===== src/sv/sidi_pkg.sv =====
// ----------------------------------------------------------------------------
// sidi_pkg
// Shared types and codes of the ticket-ordered admission lock for searchers,
// inserters and deleters.
// ----------------------------------------------------------------------------
package sidi_pkg;

  // Event kinds on the input channel.
  localparam logic KIND_REQUEST = 1'b0;
  localparam logic KIND_RELEASE = 1'b1;

  // Client classes.
  localparam logic [1:0] CLS_SEARCH  = 2'd0;
  localparam logic [1:0] CLS_INSERT  = 2'd1;
  localparam logic [1:0] CLS_DELETE  = 2'd2;
  localparam logic [1:0] CLS_UNKNOWN = 2'd3;

  // Result kinds.
  localparam logic [2:0] RK_TICKET   = 3'd0;
  localparam logic [2:0] RK_GRANT    = 3'd1;
  localparam logic [2:0] RK_REJECT   = 3'd2;
  localparam logic [2:0] RK_REL_DONE = 3'd3;
  localparam logic [2:0] RK_REL_ERR  = 3'd4;

  // Command codes that the front end hands to the back end.
  localparam logic [1:0] OP_REQ     = 2'd0;
  localparam logic [1:0] OP_REQ_BAD = 2'd1;
  localparam logic [1:0] OP_REL     = 2'd2;
  localparam logic [1:0] OP_REL_BAD = 2'd3;

  // Grants that may follow one event, and the width of their counter.
  localparam int MAX_GRANTS = 16;
  localparam int GCW        = $clog2(MAX_GRANTS + 1);

  // Searcher count at which a searcher at the head has to wait.
  localparam logic [7:0] SEARCHER_MAX = 8'd255;

  typedef struct packed {
    logic       kind;
    logic [1:0] client_class;
    logic [7:0] requester_id;
  } in_item_t;

  typedef struct packed {
    logic [2:0]  result_kind;
    logic [15:0] ticket;
    logic [1:0]  granted_class;
    logic [7:0]  granted_requester;
    logic [7:0]  active_searchers;
    logic        active_inserters;
    logic        active_deleters;
    logic        last;
  } out_item_t;

  typedef struct packed {
    logic [1:0] op;
    logic [1:0] client_class;
    logic [7:0] requester_id;
  } cmd_t;

  // One wait queue entry.
  typedef struct packed {
    logic [1:0] client_class;
    logic [7:0] requester_id;
  } entry_t;

endpackage


===== src/sv/sidi_ram.sv =====
// ----------------------------------------------------------------------------
// sidi_ram
// Generic single-write, single-read RAM with a registered read port. The
// read data holds while no read is enabled.
// ----------------------------------------------------------------------------
module sidi_ram #(
  parameter int WIDTH = 10,
  parameter int DEPTH = 16
) (
  input  logic                     clk,
  input  logic                     we,
  input  logic [$clog2(DEPTH)-1:0] waddr,
  input  logic [WIDTH-1:0]         wdata,
  input  logic                     re,
  input  logic [$clog2(DEPTH)-1:0] raddr,
  output logic [WIDTH-1:0]         rdata
);

  logic [WIDTH-1:0] mem_r [DEPTH];
  logic [WIDTH-1:0] rdata_r;

  // Write port.
  always_ff @(posedge clk) begin
    if (we) begin
      mem_r[waddr] <= wdata;
    end
  end

  // Registered read port.
  always_ff @(posedge clk) begin
    if (re) begin
      rdata_r <= mem_r[raddr];
    end
  end

  assign rdata = rdata_r;

endmodule


===== src/sv/sidi_fifo.sv =====
// ----------------------------------------------------------------------------
// sidi_fifo
// Small register-based queue with push/full and pop/empty sides. The oldest
// entry is shown on rdata while empty is low.
// ----------------------------------------------------------------------------
module sidi_fifo #(
  parameter int WIDTH = 8,
  parameter int DEPTH = 2
) (
  input  logic             clk,
  input  logic             rst_n,
  input  logic             push,
  output logic             full,
  input  logic [WIDTH-1:0] wdata,
  input  logic             pop,
  output logic             empty,
  output logic [WIDTH-1:0] rdata
);

  localparam int AW = $clog2(DEPTH);
  localparam int CW = $clog2(DEPTH + 1);

  logic [WIDTH-1:0] mem_r [DEPTH];
  logic [AW-1:0]    wr_ptr_r, wr_ptr_nxt;
  logic [AW-1:0]    rd_ptr_r, rd_ptr_nxt;
  logic [CW-1:0]    count_r, count_nxt;
  logic             do_push, do_pop;

  assign full    = (count_r == CW'(DEPTH));
  assign empty   = (count_r == '0);
  assign do_push = push && !full;
  assign do_pop  = pop && !empty;
  assign rdata   = mem_r[rd_ptr_r];

  // Pointer and fill count update.
  always_comb begin
    wr_ptr_nxt = wr_ptr_r;
    rd_ptr_nxt = rd_ptr_r;
    count_nxt  = count_r;
    if (do_push) begin
      wr_ptr_nxt = (wr_ptr_r == AW'(DEPTH - 1)) ? '0 : wr_ptr_r + 1'b1;
    end
    if (do_pop) begin
      rd_ptr_nxt = (rd_ptr_r == AW'(DEPTH - 1)) ? '0 : rd_ptr_r + 1'b1;
    end
    if (do_push && !do_pop) begin
      count_nxt = count_r + 1'b1;
    end else if (do_pop && !do_push) begin
      count_nxt = count_r - 1'b1;
    end
  end

  always_ff @(posedge clk) begin
    if (!rst_n) begin
      wr_ptr_r <= '0;
      rd_ptr_r <= '0;
      count_r  <= '0;
    end else begin
      wr_ptr_r <= wr_ptr_nxt;
      rd_ptr_r <= rd_ptr_nxt;
      count_r  <= count_nxt;
    end
  end

  // Storage needs no reset.
  always_ff @(posedge clk) begin
    if (do_push) begin
      mem_r[wr_ptr_r] <= wdata;
    end
  end

endmodule


===== src/sv/sidi_front.sv =====
// ----------------------------------------------------------------------------
// sidi_front
// Input side of the lock: takes each event, classifies it into a command for
// the back end and holds it in a short command queue.
// ----------------------------------------------------------------------------
module sidi_front (
  input  logic                clk,
  input  logic                rst_n,
  input  logic                push,
  output logic                full,
  input  sidi_pkg::in_item_t  in_item,
  input  logic                cmd_pop,
  output logic                cmd_empty,
  output sidi_pkg::cmd_t      cmd
);

  localparam int CMD_DEPTH = 2;

  sidi_pkg::cmd_t cmd_in;
  logic [$bits(sidi_pkg::cmd_t)-1:0] cmd_bits;

  // Classify the event: request or release, with an unknown class flagged.
  always_comb begin
    cmd_in.client_class = in_item.client_class;
    cmd_in.requester_id = in_item.requester_id;
    if (in_item.kind == sidi_pkg::KIND_REQUEST) begin
      cmd_in.op = (in_item.client_class == sidi_pkg::CLS_UNKNOWN) ?
                  sidi_pkg::OP_REQ_BAD : sidi_pkg::OP_REQ;
    end else begin
      cmd_in.op = (in_item.client_class == sidi_pkg::CLS_UNKNOWN) ?
                  sidi_pkg::OP_REL_BAD : sidi_pkg::OP_REL;
    end
  end

  // Command queue between front and back.
  sidi_fifo #(
    .WIDTH ($bits(sidi_pkg::cmd_t)),
    .DEPTH (CMD_DEPTH)
  ) u_cmd_fifo (
    .clk   (clk),
    .rst_n (rst_n),
    .push  (push),
    .full  (full),
    .wdata (cmd_in),
    .pop   (cmd_pop),
    .empty (cmd_empty),
    .rdata (cmd_bits)
  );

  assign cmd = sidi_pkg::cmd_t'(cmd_bits);

endmodule


===== src/sv/sidi_back.sv =====
// ----------------------------------------------------------------------------
// sidi_back
// Execution side of the lock: applies each command to the holder counts and
// the wait queue, then admits compatible requests from the queue head in
// ticket order into the result queue, one grant per cycle while it has room.
// ----------------------------------------------------------------------------
module sidi_back #(
  parameter int QUEUE_DEPTH = 16
) (
  input  logic                clk,
  input  logic                rst_n,
  input  logic                cmd_empty,
  input  sidi_pkg::cmd_t      cmd,
  output logic                cmd_pop,
  input  logic                pop,
  output logic                empty,
  output sidi_pkg::out_item_t out_item
);

  localparam int PW = $clog2(QUEUE_DEPTH);
  localparam int CW = $clog2(QUEUE_DEPTH + 1);
  localparam int OUT_DEPTH = 2;

  localparam logic [1:0] ST_IDLE = 2'd0;
  localparam logic [1:0] ST_RD   = 2'd1;
  localparam logic [1:0] ST_EVAL = 2'd2;

  localparam logic [PW:0]   DEPTH_W  = (PW + 1)'(QUEUE_DEPTH);
  localparam logic [PW-1:0] LAST_IDX = PW'(QUEUE_DEPTH - 1);

  logic [1:0]              state_r, state_nxt;
  logic [PW-1:0]           head_r, head_nxt;
  logic [CW-1:0]           count_r, count_nxt;
  logic [15:0]             next_ticket_r, next_ticket_nxt;
  logic [15:0]             serving_ticket_r, serving_ticket_nxt;
  logic [7:0]              scount_r, scount_nxt;
  logic                    icount_r, icount_nxt;
  logic                    dcount_r, dcount_nxt;
  logic [sidi_pkg::GCW-1:0] gcnt_r, gcnt_nxt;
  sidi_pkg::out_item_t     pend_r, pend_nxt;

  logic [PW:0]             tail_sum;
  logic [PW-1:0]           tail;
  logic [PW-1:0]           head_inc;
  logic                    queue_full;
  logic                    ram_we, ram_re;
  logic [PW-1:0]           ram_raddr;
  logic [$bits(sidi_pkg::entry_t)-1:0] ram_rdata;
  sidi_pkg::entry_t        head_entry;
  sidi_pkg::entry_t        new_entry;
  logic                    grant_fire;
  logic                    ofifo_push, ofifo_full;
  sidi_pkg::out_item_t     ofifo_wdata;
  logic [$bits(sidi_pkg::out_item_t)-1:0] ofifo_rdata;

  // Whether a request of class cls may enter with the given holders.
  function automatic logic admissible(logic [1:0] cls, logic [7:0] s, logic i, logic d);
    logic ok;
    unique case (cls)
      sidi_pkg::CLS_SEARCH: ok = !d && (s != sidi_pkg::SEARCHER_MAX);
      sidi_pkg::CLS_INSERT: ok = !d && !i;
      default:              ok = (s == 8'd0) && !i && !d;
    endcase
    return ok;
  endfunction

  // Ring addresses of the wait queue.
  assign tail_sum   = {1'b0, head_r} + (PW + 1)'(count_r);
  assign tail       = (tail_sum >= DEPTH_W) ? PW'(tail_sum - DEPTH_W) : PW'(tail_sum);
  assign head_inc   = (head_r == LAST_IDX) ? '0 : head_r + 1'b1;
  assign queue_full = (count_r == CW'(QUEUE_DEPTH));
  assign head_entry = sidi_pkg::entry_t'(ram_rdata);

  assign new_entry.client_class = cmd.client_class;
  assign new_entry.requester_id = cmd.requester_id;

  // Command sequencer: acknowledge, fetch the head, then grant while possible.
  always_comb begin
    state_nxt          = state_r;
    head_nxt           = head_r;
    count_nxt          = count_r;
    next_ticket_nxt    = next_ticket_r;
    serving_ticket_nxt = serving_ticket_r;
    scount_nxt         = scount_r;
    icount_nxt         = icount_r;
    dcount_nxt         = dcount_r;
    gcnt_nxt           = gcnt_r;
    pend_nxt           = pend_r;
    cmd_pop            = 1'b0;
    ram_we             = 1'b0;
    grant_fire         = 1'b0;
    ofifo_push         = 1'b0;
    ofifo_wdata        = pend_r;

    unique case (state_r)
      ST_IDLE: begin
        if (!cmd_empty) begin
          cmd_pop                    = 1'b1;
          gcnt_nxt                   = '0;
          state_nxt                  = ST_RD;
          pend_nxt.granted_class     = cmd.client_class;
          pend_nxt.granted_requester = cmd.requester_id;
          pend_nxt.last              = 1'b0;
          pend_nxt.ticket            = 16'd0;
          pend_nxt.result_kind       = sidi_pkg::RK_REL_ERR;
          unique case (cmd.op)
            sidi_pkg::OP_REQ: begin
              pend_nxt.ticket = next_ticket_r;
              if (queue_full) begin
                pend_nxt.result_kind = sidi_pkg::RK_REJECT;
              end else begin
                pend_nxt.result_kind = sidi_pkg::RK_TICKET;
                ram_we               = 1'b1;
                count_nxt            = count_r + 1'b1;
                next_ticket_nxt      = next_ticket_r + 16'd1;
              end
            end
            sidi_pkg::OP_REQ_BAD: begin
              pend_nxt.ticket      = next_ticket_r;
              pend_nxt.result_kind = sidi_pkg::RK_REJECT;
            end
            sidi_pkg::OP_REL: begin
              // A release at zero count stays an error.
              unique case (cmd.client_class)
                sidi_pkg::CLS_SEARCH: begin
                  if (scount_r != 8'd0) begin
                    scount_nxt           = scount_r - 8'd1;
                    pend_nxt.result_kind = sidi_pkg::RK_REL_DONE;
                  end
                end
                sidi_pkg::CLS_INSERT: begin
                  if (icount_r) begin
                    icount_nxt           = 1'b0;
                    pend_nxt.result_kind = sidi_pkg::RK_REL_DONE;
                  end
                end
                default: begin
                  if (dcount_r) begin
                    dcount_nxt           = 1'b0;
                    pend_nxt.result_kind = sidi_pkg::RK_REL_DONE;
                  end
                end
              endcase
            end
            sidi_pkg::OP_REL_BAD: begin
              pend_nxt.result_kind = sidi_pkg::RK_REL_ERR;
            end
          endcase
          pend_nxt.active_searchers = scount_nxt;
          pend_nxt.active_inserters = icount_nxt;
          pend_nxt.active_deleters  = dcount_nxt;
        end
      end
      ST_RD: begin
        state_nxt = ST_EVAL;
      end
      ST_EVAL: begin
        // The held result leaves once we know whether a grant follows it.
        if (!ofifo_full) begin
          ofifo_push = 1'b1;
          if ((count_r != '0) && (gcnt_r < sidi_pkg::GCW'(sidi_pkg::MAX_GRANTS)) &&
              admissible(head_entry.client_class, scount_r, icount_r, dcount_r)) begin
            grant_fire       = 1'b1;
            ofifo_wdata.last = 1'b0;
            unique case (head_entry.client_class)
              sidi_pkg::CLS_SEARCH: scount_nxt = scount_r + 8'd1;
              sidi_pkg::CLS_INSERT: icount_nxt = 1'b1;
              default:              dcount_nxt = 1'b1;
            endcase
            pend_nxt.result_kind       = sidi_pkg::RK_GRANT;
            pend_nxt.ticket            = serving_ticket_r;
            pend_nxt.granted_class     = head_entry.client_class;
            pend_nxt.granted_requester = head_entry.requester_id;
            pend_nxt.active_searchers  = scount_nxt;
            pend_nxt.active_inserters  = icount_nxt;
            pend_nxt.active_deleters   = dcount_nxt;
            pend_nxt.last              = 1'b0;
            serving_ticket_nxt         = serving_ticket_r + 16'd1;
            head_nxt                   = head_inc;
            count_nxt                  = count_r - 1'b1;
            gcnt_nxt                   = gcnt_r + 1'b1;
          end else begin
            ofifo_wdata.last = 1'b1;
            state_nxt        = ST_IDLE;
          end
        end
      end
      default: begin
        state_nxt = ST_IDLE;
      end
    endcase
  end

  // The head is read after the ack write has landed, and again per grant.
  assign ram_re    = (state_r == ST_RD) || grant_fire;
  assign ram_raddr = (state_r == ST_EVAL) ? head_inc : head_r;

  always_ff @(posedge clk) begin
    if (!rst_n) begin
      state_r          <= ST_IDLE;
      head_r           <= '0;
      count_r          <= '0;
      next_ticket_r    <= '0;
      serving_ticket_r <= '0;
      scount_r         <= '0;
      icount_r         <= 1'b0;
      dcount_r         <= 1'b0;
      gcnt_r           <= '0;
    end else begin
      state_r          <= state_nxt;
      head_r           <= head_nxt;
      count_r          <= count_nxt;
      next_ticket_r    <= next_ticket_nxt;
      serving_ticket_r <= serving_ticket_nxt;
      scount_r         <= scount_nxt;
      icount_r         <= icount_nxt;
      dcount_r         <= dcount_nxt;
      gcnt_r           <= gcnt_nxt;
    end
  end

  // The held result is payload only.
  always_ff @(posedge clk) begin
    pend_r <= pend_nxt;
  end

  // Wait queue storage.
  sidi_ram #(
    .WIDTH ($bits(sidi_pkg::entry_t)),
    .DEPTH (QUEUE_DEPTH)
  ) u_wait_ram (
    .clk   (clk),
    .we    (ram_we),
    .waddr (tail),
    .wdata (new_entry),
    .re    (ram_re),
    .raddr (ram_raddr),
    .rdata (ram_rdata)
  );

  // Result queue toward the output side.
  sidi_fifo #(
    .WIDTH ($bits(sidi_pkg::out_item_t)),
    .DEPTH (OUT_DEPTH)
  ) u_out_fifo (
    .clk   (clk),
    .rst_n (rst_n),
    .push  (ofifo_push),
    .full  (ofifo_full),
    .wdata (ofifo_wdata),
    .pop   (pop),
    .empty (empty),
    .rdata (ofifo_rdata)
  );

  assign out_item = sidi_pkg::out_item_t'(ofifo_rdata);

  // Every issued ticket is either being served or still waiting.
  a_ticket_balance: assert property (@(posedge clk) disable iff (!rst_n)
    next_ticket_r == 16'(serving_ticket_r + 16'(count_r)))
    else $error("ticket counters disagree with the queue fill count");

  // An active deleter holds the lock alone.
  a_deleter_alone: assert property (@(posedge clk) disable iff (!rst_n)
    dcount_r |-> (scount_r == 8'd0) && !icount_r)
    else $error("deleter active together with other holders");

  // A grant only happens with a waiting entry and within the grant limit.
  a_grant_bounded: assert property (@(posedge clk) disable iff (!rst_n)
    grant_fire |-> (count_r != '0) && (gcnt_r < sidi_pkg::GCW'(sidi_pkg::MAX_GRANTS)))
    else $error("grant without a waiting entry or past the grant limit");

  // A command taken in idle always goes on to fetch the queue head.
  a_fetch_after_ack: assert property (@(posedge clk) disable iff (!rst_n)
    (state_r == ST_IDLE && !cmd_empty) |=> (state_r == ST_RD))
    else $error("acknowledged command did not fetch the queue head");

endmodule


===== src/sv/fifo_search_insert_delete_admission.sv =====
// ----------------------------------------------------------------------------
// fifo_search_insert_delete_admission
// Ticket-ordered admission lock for searchers, inserters and deleters.
// ----------------------------------------------------------------------------
// Each event on the input queue (a request or a release) yields one
// acknowledgement followed by zero to sixteen grants, the final result marked
// by last. Events enter a two-entry command queue, so push is taken while the
// lock is still busy with an earlier event. The execution side handles one
// event at a time in three steps: it picks up the command, reads the wait
// queue head, and evaluates. The acknowledgement enters the result queue in
// the evaluation step. Each grant repeats the evaluation step, since the wait
// queue lives in a RAM with a registered read and each grant needs the next
// head entry. A full two-entry result queue stalls the evaluation. No
// clearing pass follows reset: wait queue data is only used where written.
// ----------------------------------------------------------------------------
module fifo_search_insert_delete_admission #(
  parameter int QUEUE_DEPTH = 16
) (
  input  logic                clk,
  input  logic                rst_n,
  input  logic                push,
  output logic                full,
  input  sidi_pkg::in_item_t  in_item,
  input  logic                pop,
  output logic                empty,
  output sidi_pkg::out_item_t out_item
);

  logic           cmd_pop;
  logic           cmd_empty;
  sidi_pkg::cmd_t cmd;

  // Intake and classification.
  sidi_front u_front (
    .clk       (clk),
    .rst_n     (rst_n),
    .push      (push),
    .full      (full),
    .in_item   (in_item),
    .cmd_pop   (cmd_pop),
    .cmd_empty (cmd_empty),
    .cmd       (cmd)
  );

  // Execution and admission.
  sidi_back #(
    .QUEUE_DEPTH (QUEUE_DEPTH)
  ) u_back (
    .clk       (clk),
    .rst_n     (rst_n),
    .cmd_empty (cmd_empty),
    .cmd       (cmd),
    .cmd_pop   (cmd_pop),
    .pop       (pop),
    .empty     (empty),
    .out_item  (out_item)
  );

endmodule

===== config.mk =====
export PLATFORM = sky130hd
export DESIGN_NAME = fifo_search_insert_delete_admission
export DESIGN_NICKNAME = d
export VERILOG_FILES = /design/src/sv/sidi_pkg.sv /design/src/sv/sidi_ram.sv /design/src/sv/sidi_fifo.sv /design/src/sv/sidi_front.sv /design/src/sv/sidi_back.sv /design/src/sv/fifo_search_insert_delete_admission.sv
export SDC_FILE = /design/constraint.sdc
export NUM_CORES = 1
export LEC_CHECK = 0
export BUFFER_PORTS_ARGS = -buffer_cell sky130_fd_sc_hd__buf_2
export CAP_MARGIN = 20
export CORE_MARGIN = 2
export CORE_UTILIZATION = 50
export DETAILED_ROUTE_END_ITERATION = 16
export MAX_ROUTING_LAYER = met4
export PLACE_DENSITY_LB_ADDON = 0.25
export REMOVE_ABC_BUFFERS = 1
export SLEW_MARGIN = 25
export SYNTH_ARGS = -nofsm -noshare
export SYNTH_HDL_FRONTEND = slang
export SYNTH_SLANG_ARGS = --single-unit

===== constraint.sdc =====
create_clock -name clk -period 3.7 [get_ports clk]
set_input_delay 0.925 -clock clk [delete_from_list [all_inputs] [get_ports clk]]
set_output_delay 0.925 -clock clk [all_outputs]
set_load 0.02 [all_outputs]

### After elaboration in Yosys (flattened, before gate mapping)

Memories as Yosys holds them, arrays and structs flattened. A register that Yosys moved wholly into a read port is not among the register bits.
Index checks and enable logic that the tools add are counted.
Widths: inputs -> output; s select.

* order comparisons: 2
* mux-type cells: 88
* add/subtract/negate cells: 18
* equality and inequality tests: 19
* bitwise gates (word level): 3
* reduce and logical (&&, ||, !) cells: 45

Operator list (count)
* $mux 40: 3
* $pmux 40 s2: 1
* $mux 8: 7
* $mux 1: 44
* $mux 5: 8
* $add 16x1->16 const B: 2
* $pmux 5 s2: 2
* $mux 2: 9
* $mux 16: 1
* $pmux 8 s2: 1
* $logic_and 1x1->1: 14
* $eq 2x2->1 const B: 6
* $logic_not 2->1: 6
* $mux 4: 3
* $pmux 3 s4: 1
* $add 5x1->5 const B: 2
* $logic_not 1->1: 10
* $ne 2x2->1 const B: 5
* $mux 3: 3
* $add 8x1->8 const B: 1
* $eq 2x1->1 const B: 4
* $logic_not 8->1: 1
* $ne 8x8->1 const B: 1
* $reduce_and 4->1: 2
* other kinds (24): 38

* register bits: 106
* memories kept: 3
* bits in writable memories: 264

Memories
* u_back.u_wait_ram.mem_r: words 16, bits a word 10, rd ports 1, clocked after Yosys merged registers in 1, wr ports 1, RTL line sidi_ram.sv:19 `logic [WIDTH-1:0] mem_r [DEPTH];`
* u_back.u_out_fifo.mem_r: words 2, bits a word 40, rd ports 1, clocked after Yosys merged registers in 1, wr ports 1, RTL line sidi_fifo.sv:23 `logic [WIDTH-1:0] mem_r [DEPTH];`
* u_front.u_cmd_fifo.mem_r: words 2, bits a word 12, rd ports 1, clocked after Yosys merged registers in 1, wr ports 1, RTL line sidi_fifo.sv:23

### Longest topological paths before layout

* word-level depth: 11
* mapped depth: 11

### Cells and area by module

From an unflattened synthesis, not the netlist that was laid out.

* cell total of the unflattened synthesis: 1027
* area total of the unflattened synthesis: 15615.0 um2

By module, submodules not included
* sidi_ram: seq. area each 5104.9 um2, area each 6453.7 um2, times used 1, cells each 279
* sidi_back: seq. area each 2332.2 um2, area each 4953.5 um2, times used 1, cells each 536
* sidi_fifo at u_back.u_out_fifo: seq. area each 2502.4 um2, area each 3106.7 um2, times used 1, cells each 149
* sidi_fifo at u_front.u_cmd_fifo: seq. area each 820.8 um2, area each 1094.8 um2, times used 1, cells each 62
* sidi_front: seq. area each 0.0 um2, area each 6.3 um2, times used 1, cells each 1

### Worst setup path before layout

Ideal clock, no wire load.

* path type: register to register
* from: reg u_back.state_r[0]
* to: mem u_back.u_out_fifo.mem_r[0][0] in the netlist's numbering, enable pin
* slack: 0.738 ns
* stages on the path, launching flop included: 5
* arrival: 2.525 ns
* path buffers: 0
* clock period less this slack: 2.962 ns
* path through: dfxtp_1 > nand2b_1 > inv_2 > nand2b_1 > nor2_1

* longest elaborated chain between the ends: 5

RTL lines
* from (decl): RTL line sidi_back.sv:31 `logic [1:0] state_r, state_nxt;`
* from (signal assigned): RTL line sidi_back.sv:210 `state_r <= state_nxt;`
* $eq 2x2->1: RTL line sidi_back.sv:95 `unique case (state_r)`
* $mux 1: RTL line sidi_back.sv:95
* $logic_and 1x1->1: RTL line sidi_fifo.sv:31 `assign do_push = push && !full;`
* $mux 1: RTL line sidi_fifo.sv:67 `if (do_push) begin`
* $mux 1 (implied by the code): RTL line sidi_fifo.sv:68 `mem_r[wr_ptr_r] <= wdata;`
* to (decl): RTL line sidi_fifo.sv:23

Every way passes these cells.

==> flow_summary.json <==
{
  "finalSetupTns_ns": 0,
  "via_count": 9655,
  "grt_max_degree": 53,
  "regArea_mm2": 0.0108,
  "cp_max_fo": 40,
  "rows": 64,
  "hp-start": "u_back.ofifo_wdata[29]",
  "status": "complete, no violations",
  "synth_ff_type": "edfxtp_1",
  "wl_met2_um": 16300,
  "cp.required_ns": 2.77,
  "synthCells": 1160,
  "fin_util_pct": 58.3,
  "drv_slew": 0,
  "routed.top_layer": "met4",
  "yosysWarnings": 0,
  "antenna_left": 0,
  "post-route-min-period_ns": 3.00,
  "slowest_delay_ns": 0.96,
  "initial_core_util_pct": 51.0,
  "cts_resized": 0,
  "synth.top_cell.area_share_pct": 59.9,
  "critical_path_class": "register to output port",
  "nets": 1278,
  "ctsHoldBuffers": 0,
  "timing.rr.end": "u_back.u_wait_ram.rdata[6]",
  "io_pins": 57,
  "gp_congestion": 0.841,
  "slew-limit-headroom_pct": 28.1,
  "maxCapViolations": 0,
  "wl_met1_um": 15200,
  "viasPerCell": 5.77,
  "vdd_ir_drop_max_mv": 0.477,
  "pwr_density_cell_mw_per_mm2": 683,
  "dp_hpwl_um": 22100,
  "min_period_over_period_pct": 81.2,
  "async_reset_ff_share_pct": 0,
  "crit_arrival_ns": 2.08,
  "port_buffers": 56,
  "grt_use_total_pct": 21.3,
  "reg2reg_depth": 7,
  "wl_per_cell_um": 20.3,
  "grt_pass1_vias": 9336,
  "htree_levels": 2,
  "p_total_uw": 12200,
  "dieArea_mm2": 0.0328,
  "die_h_um": 181,
  "maxClockFrequency_ghz": 0.333,
  "min_to": "u_back.u_out_fifo.mem_r[1][29]",
  "min_path_type": "register to register",
  "clk_latency_ns": 0.52,
  "synth.largest_area_cell": "edfxtp_1",
  "ff2ff_setup_slack_ns": 0.78,
  "worstMarginPinSlew_ns": 1.07,
  "skew_ns": 0.0125,
  "cpMaxStageDelayCell": "dfxtp_2",
  "fill_cells": 2399,
  "cts_buffers": 39,
  "synth_edf_count": 313,
  "p_leak_uw": 0.00652,
  "path_cells": "mux2_2, buf_2",
  "synth_seq_area_share_pct": 68.6,
  "place_area_mm2": 0.0166,
  "antenna_found_initial": 0,
  "clock-root-buffer": "clkbuf_16",
  "grt_pass1_wl_um": 52900,
  "met3_length_um": 1790,
  "cts_tree": "built",
  "first_pass_iters": 7,
  "path_clk_slew_ns": 0.06,
  "drive_gt1_share_pct": 17.5,
  "crit_path_start_kind": "register",
  "drt_iter0_drc": 772,
  "clock_path_buffers": 3,
  "setup_viol": 0,
  "holdPathStages": 0,
  "grt_overflow": 0,
  "syn2layout_area_growth_pct": 14.4,
  "drcViolationCount": 0,
  "rsz0062_at_grt": "false",
  "cts.sinks": 381,
  "antenna_cells": 0,
  "timing.rr.start": "u_back.head_r[1]",
  "ys_seq_elements": 381,
  "finalHoldViolations": 0,
  "drt_wl_total_um": 33900,
  "final_area_mm2": 0.0179,
  "ys_types": 60,
  "syn_avg_cell_area_um2": 13.5,
  "synthTopCellsByArea": "edfxtp_1 60%, dfxtp_1 8.7%, mux2i_1 4.1%",
  "endpoint_kind": "output port",
  "die_x_um": 181,
  "core_area_mm2": 0.0307,
  "multi_input_area_mm2": 0.00470,
  "post_cts_buffers": 0,
  "netlist_area_mm2": 0.0157
}
-- cells in the final DEF (no fill, tap or decap), types with 6 or more instances in the layout --
cell type and instances:
nor4_1 6, a22o_1 17, o211ai_1 11, ha_1 14, dfxtp_1 67, nand3b_1 6, clkinv_1 6, xnor2_1 18
edfxtp_1 313, o21ai_0 38, nand3_1 61, o2111ai_1 11, inv_1 18, nor2_1 102, nor3_1 13, mux2i_1 62
nand2b_1 6, xor2_1 31, buf_4 36, clkbuf_1 12, nand4_1 12, or3_1 13, clkbuf_16 41, buf_2 56
nand2_1 125, a21oi_1 33, and3_1 8, mux2_2 50
-- report_power, final --
part | leakage (µW) | total (µW) | switching (µW) | internal, µW
registers | 0.00341 | 5890 | 341 | 5540
clock network | 0.000625 | 3930 | 1530 | 2400
logic | 0.00248 | 2430 | 1640 | 792
-- sequential cells by signal, summed over array words and instances, names as in the netlist, 2 cells and up, named ones only --
| name | cells |
|---|---|
| u_back.next_ticket_r | 16 |
| u_back.gcnt_r | 5 |
| u_back.ofifo_wdata | 39 |
| u_back.u_wait_ram.rdata | 10 |
| u_back.scount_r | 8 |
| u_back.state_r | 2 |
| u_back.u_wait_ram.mem_r | 160 |
| u_front.u_cmd_fifo.count_r | 2 |
| u_back.head_r | 4 |
| u_back.serving_ticket_r | 16 |
| u_front.u_cmd_fifo.mem_r | 24 |
| u_back.u_out_fifo.count_r | 2 |
| u_back.u_out_fifo.mem_r | 80 |
| u_back.count_r | 5 |
-- cell usage after synthesis, types with 8 or more instances --
cell and count:
edfxtp_1 313, nand2_1 125, nor2_1 104, dfxtp_1 68
mux2i_1 64, nand3_1 61, mux2_2 50, o21ai_0 39
a21oi_1 33, xor2_1 31, clkbuf_1 30, inv_1 19
xnor2_1 19, a22o_1 17, ha_1 14, nor3_1 13
or3_1 13, nand4_1 12, buf_2 11, o2111ai_1 11
o211ai_1 11, nor4_1 10, and3_1 8
-- routing by layer --
layer	vias to the layer above	global-route usage (%)
met5	-	-
met4	0	5.11
li1	4496	-
met3	59	3.14
met2	293	33.5
met1	4807	29.3
-- how the worst max path moves through the flow --
stage                        from                         end  slack [ns]
6_report                 register                out_item[11]        0.70
3_5_place_dp   u_back.scount_r[1]  u_back.u_wait_ram.rdata[7]        0.77
3_3_place_gp   u_back.scount_r[0]  u_back.u_wait_ram.rdata[7]        0.82
2_1_floorplan   u_back.state_r[0]  u_back.u_wait_ram.rdata[1]       -1.95
5_1_grt        u_back.scount_r[0]      u_back.ofifo_wdata[17]        0.51
4_1_cts                  register                out_item[11]        0.63
-- per-stage QoR --
stage	hold slack, ns	setup WS [ns]	std cells
detailed placement	0.431	0.773	1602
global route	0.462	0.508	1672
global placement	0.423	0.821	1602
CTS	0.445	0.626	1672
finish	0.442	0.695	1672
floorplan	0.421	-1.95	1111
-- area by class of cell --
class	count	share of cell area [%]
Sequential cell	381	60.0
Multi-Input combinational cell	709	26.2
Clock buffer	54	6.05
Timing Repair Buffer	95	3.40
Tap cell	396	2.76
Clock inverter	16	1.12
Inverter	21	0.440
-- critical path: cells and delay by family, from the launching register on --
family | cells | cell delay, ns
flip-flops | 1 | 0.96
buffers and inverters | 1 | 0.16
multiplexers | 1 | 0.43
-- cell families after synthesis --
| kind of cell | count (synthesis) | share of synthesized area, % |
|---|---|---|
| buf+inv | 70 | 1.86 |
| xor+xnor | 50 | 2.79 |
| mux | 114 | 7.68 |
| compound gates | 147 | 6.25 |
| simple gates | 382 | 11.4 |
| flops | 381 | 68.6 |
| fa+ha+maj | 16 | 1.37 |
No activity file was read; power rests on OpenSTA's default activity.
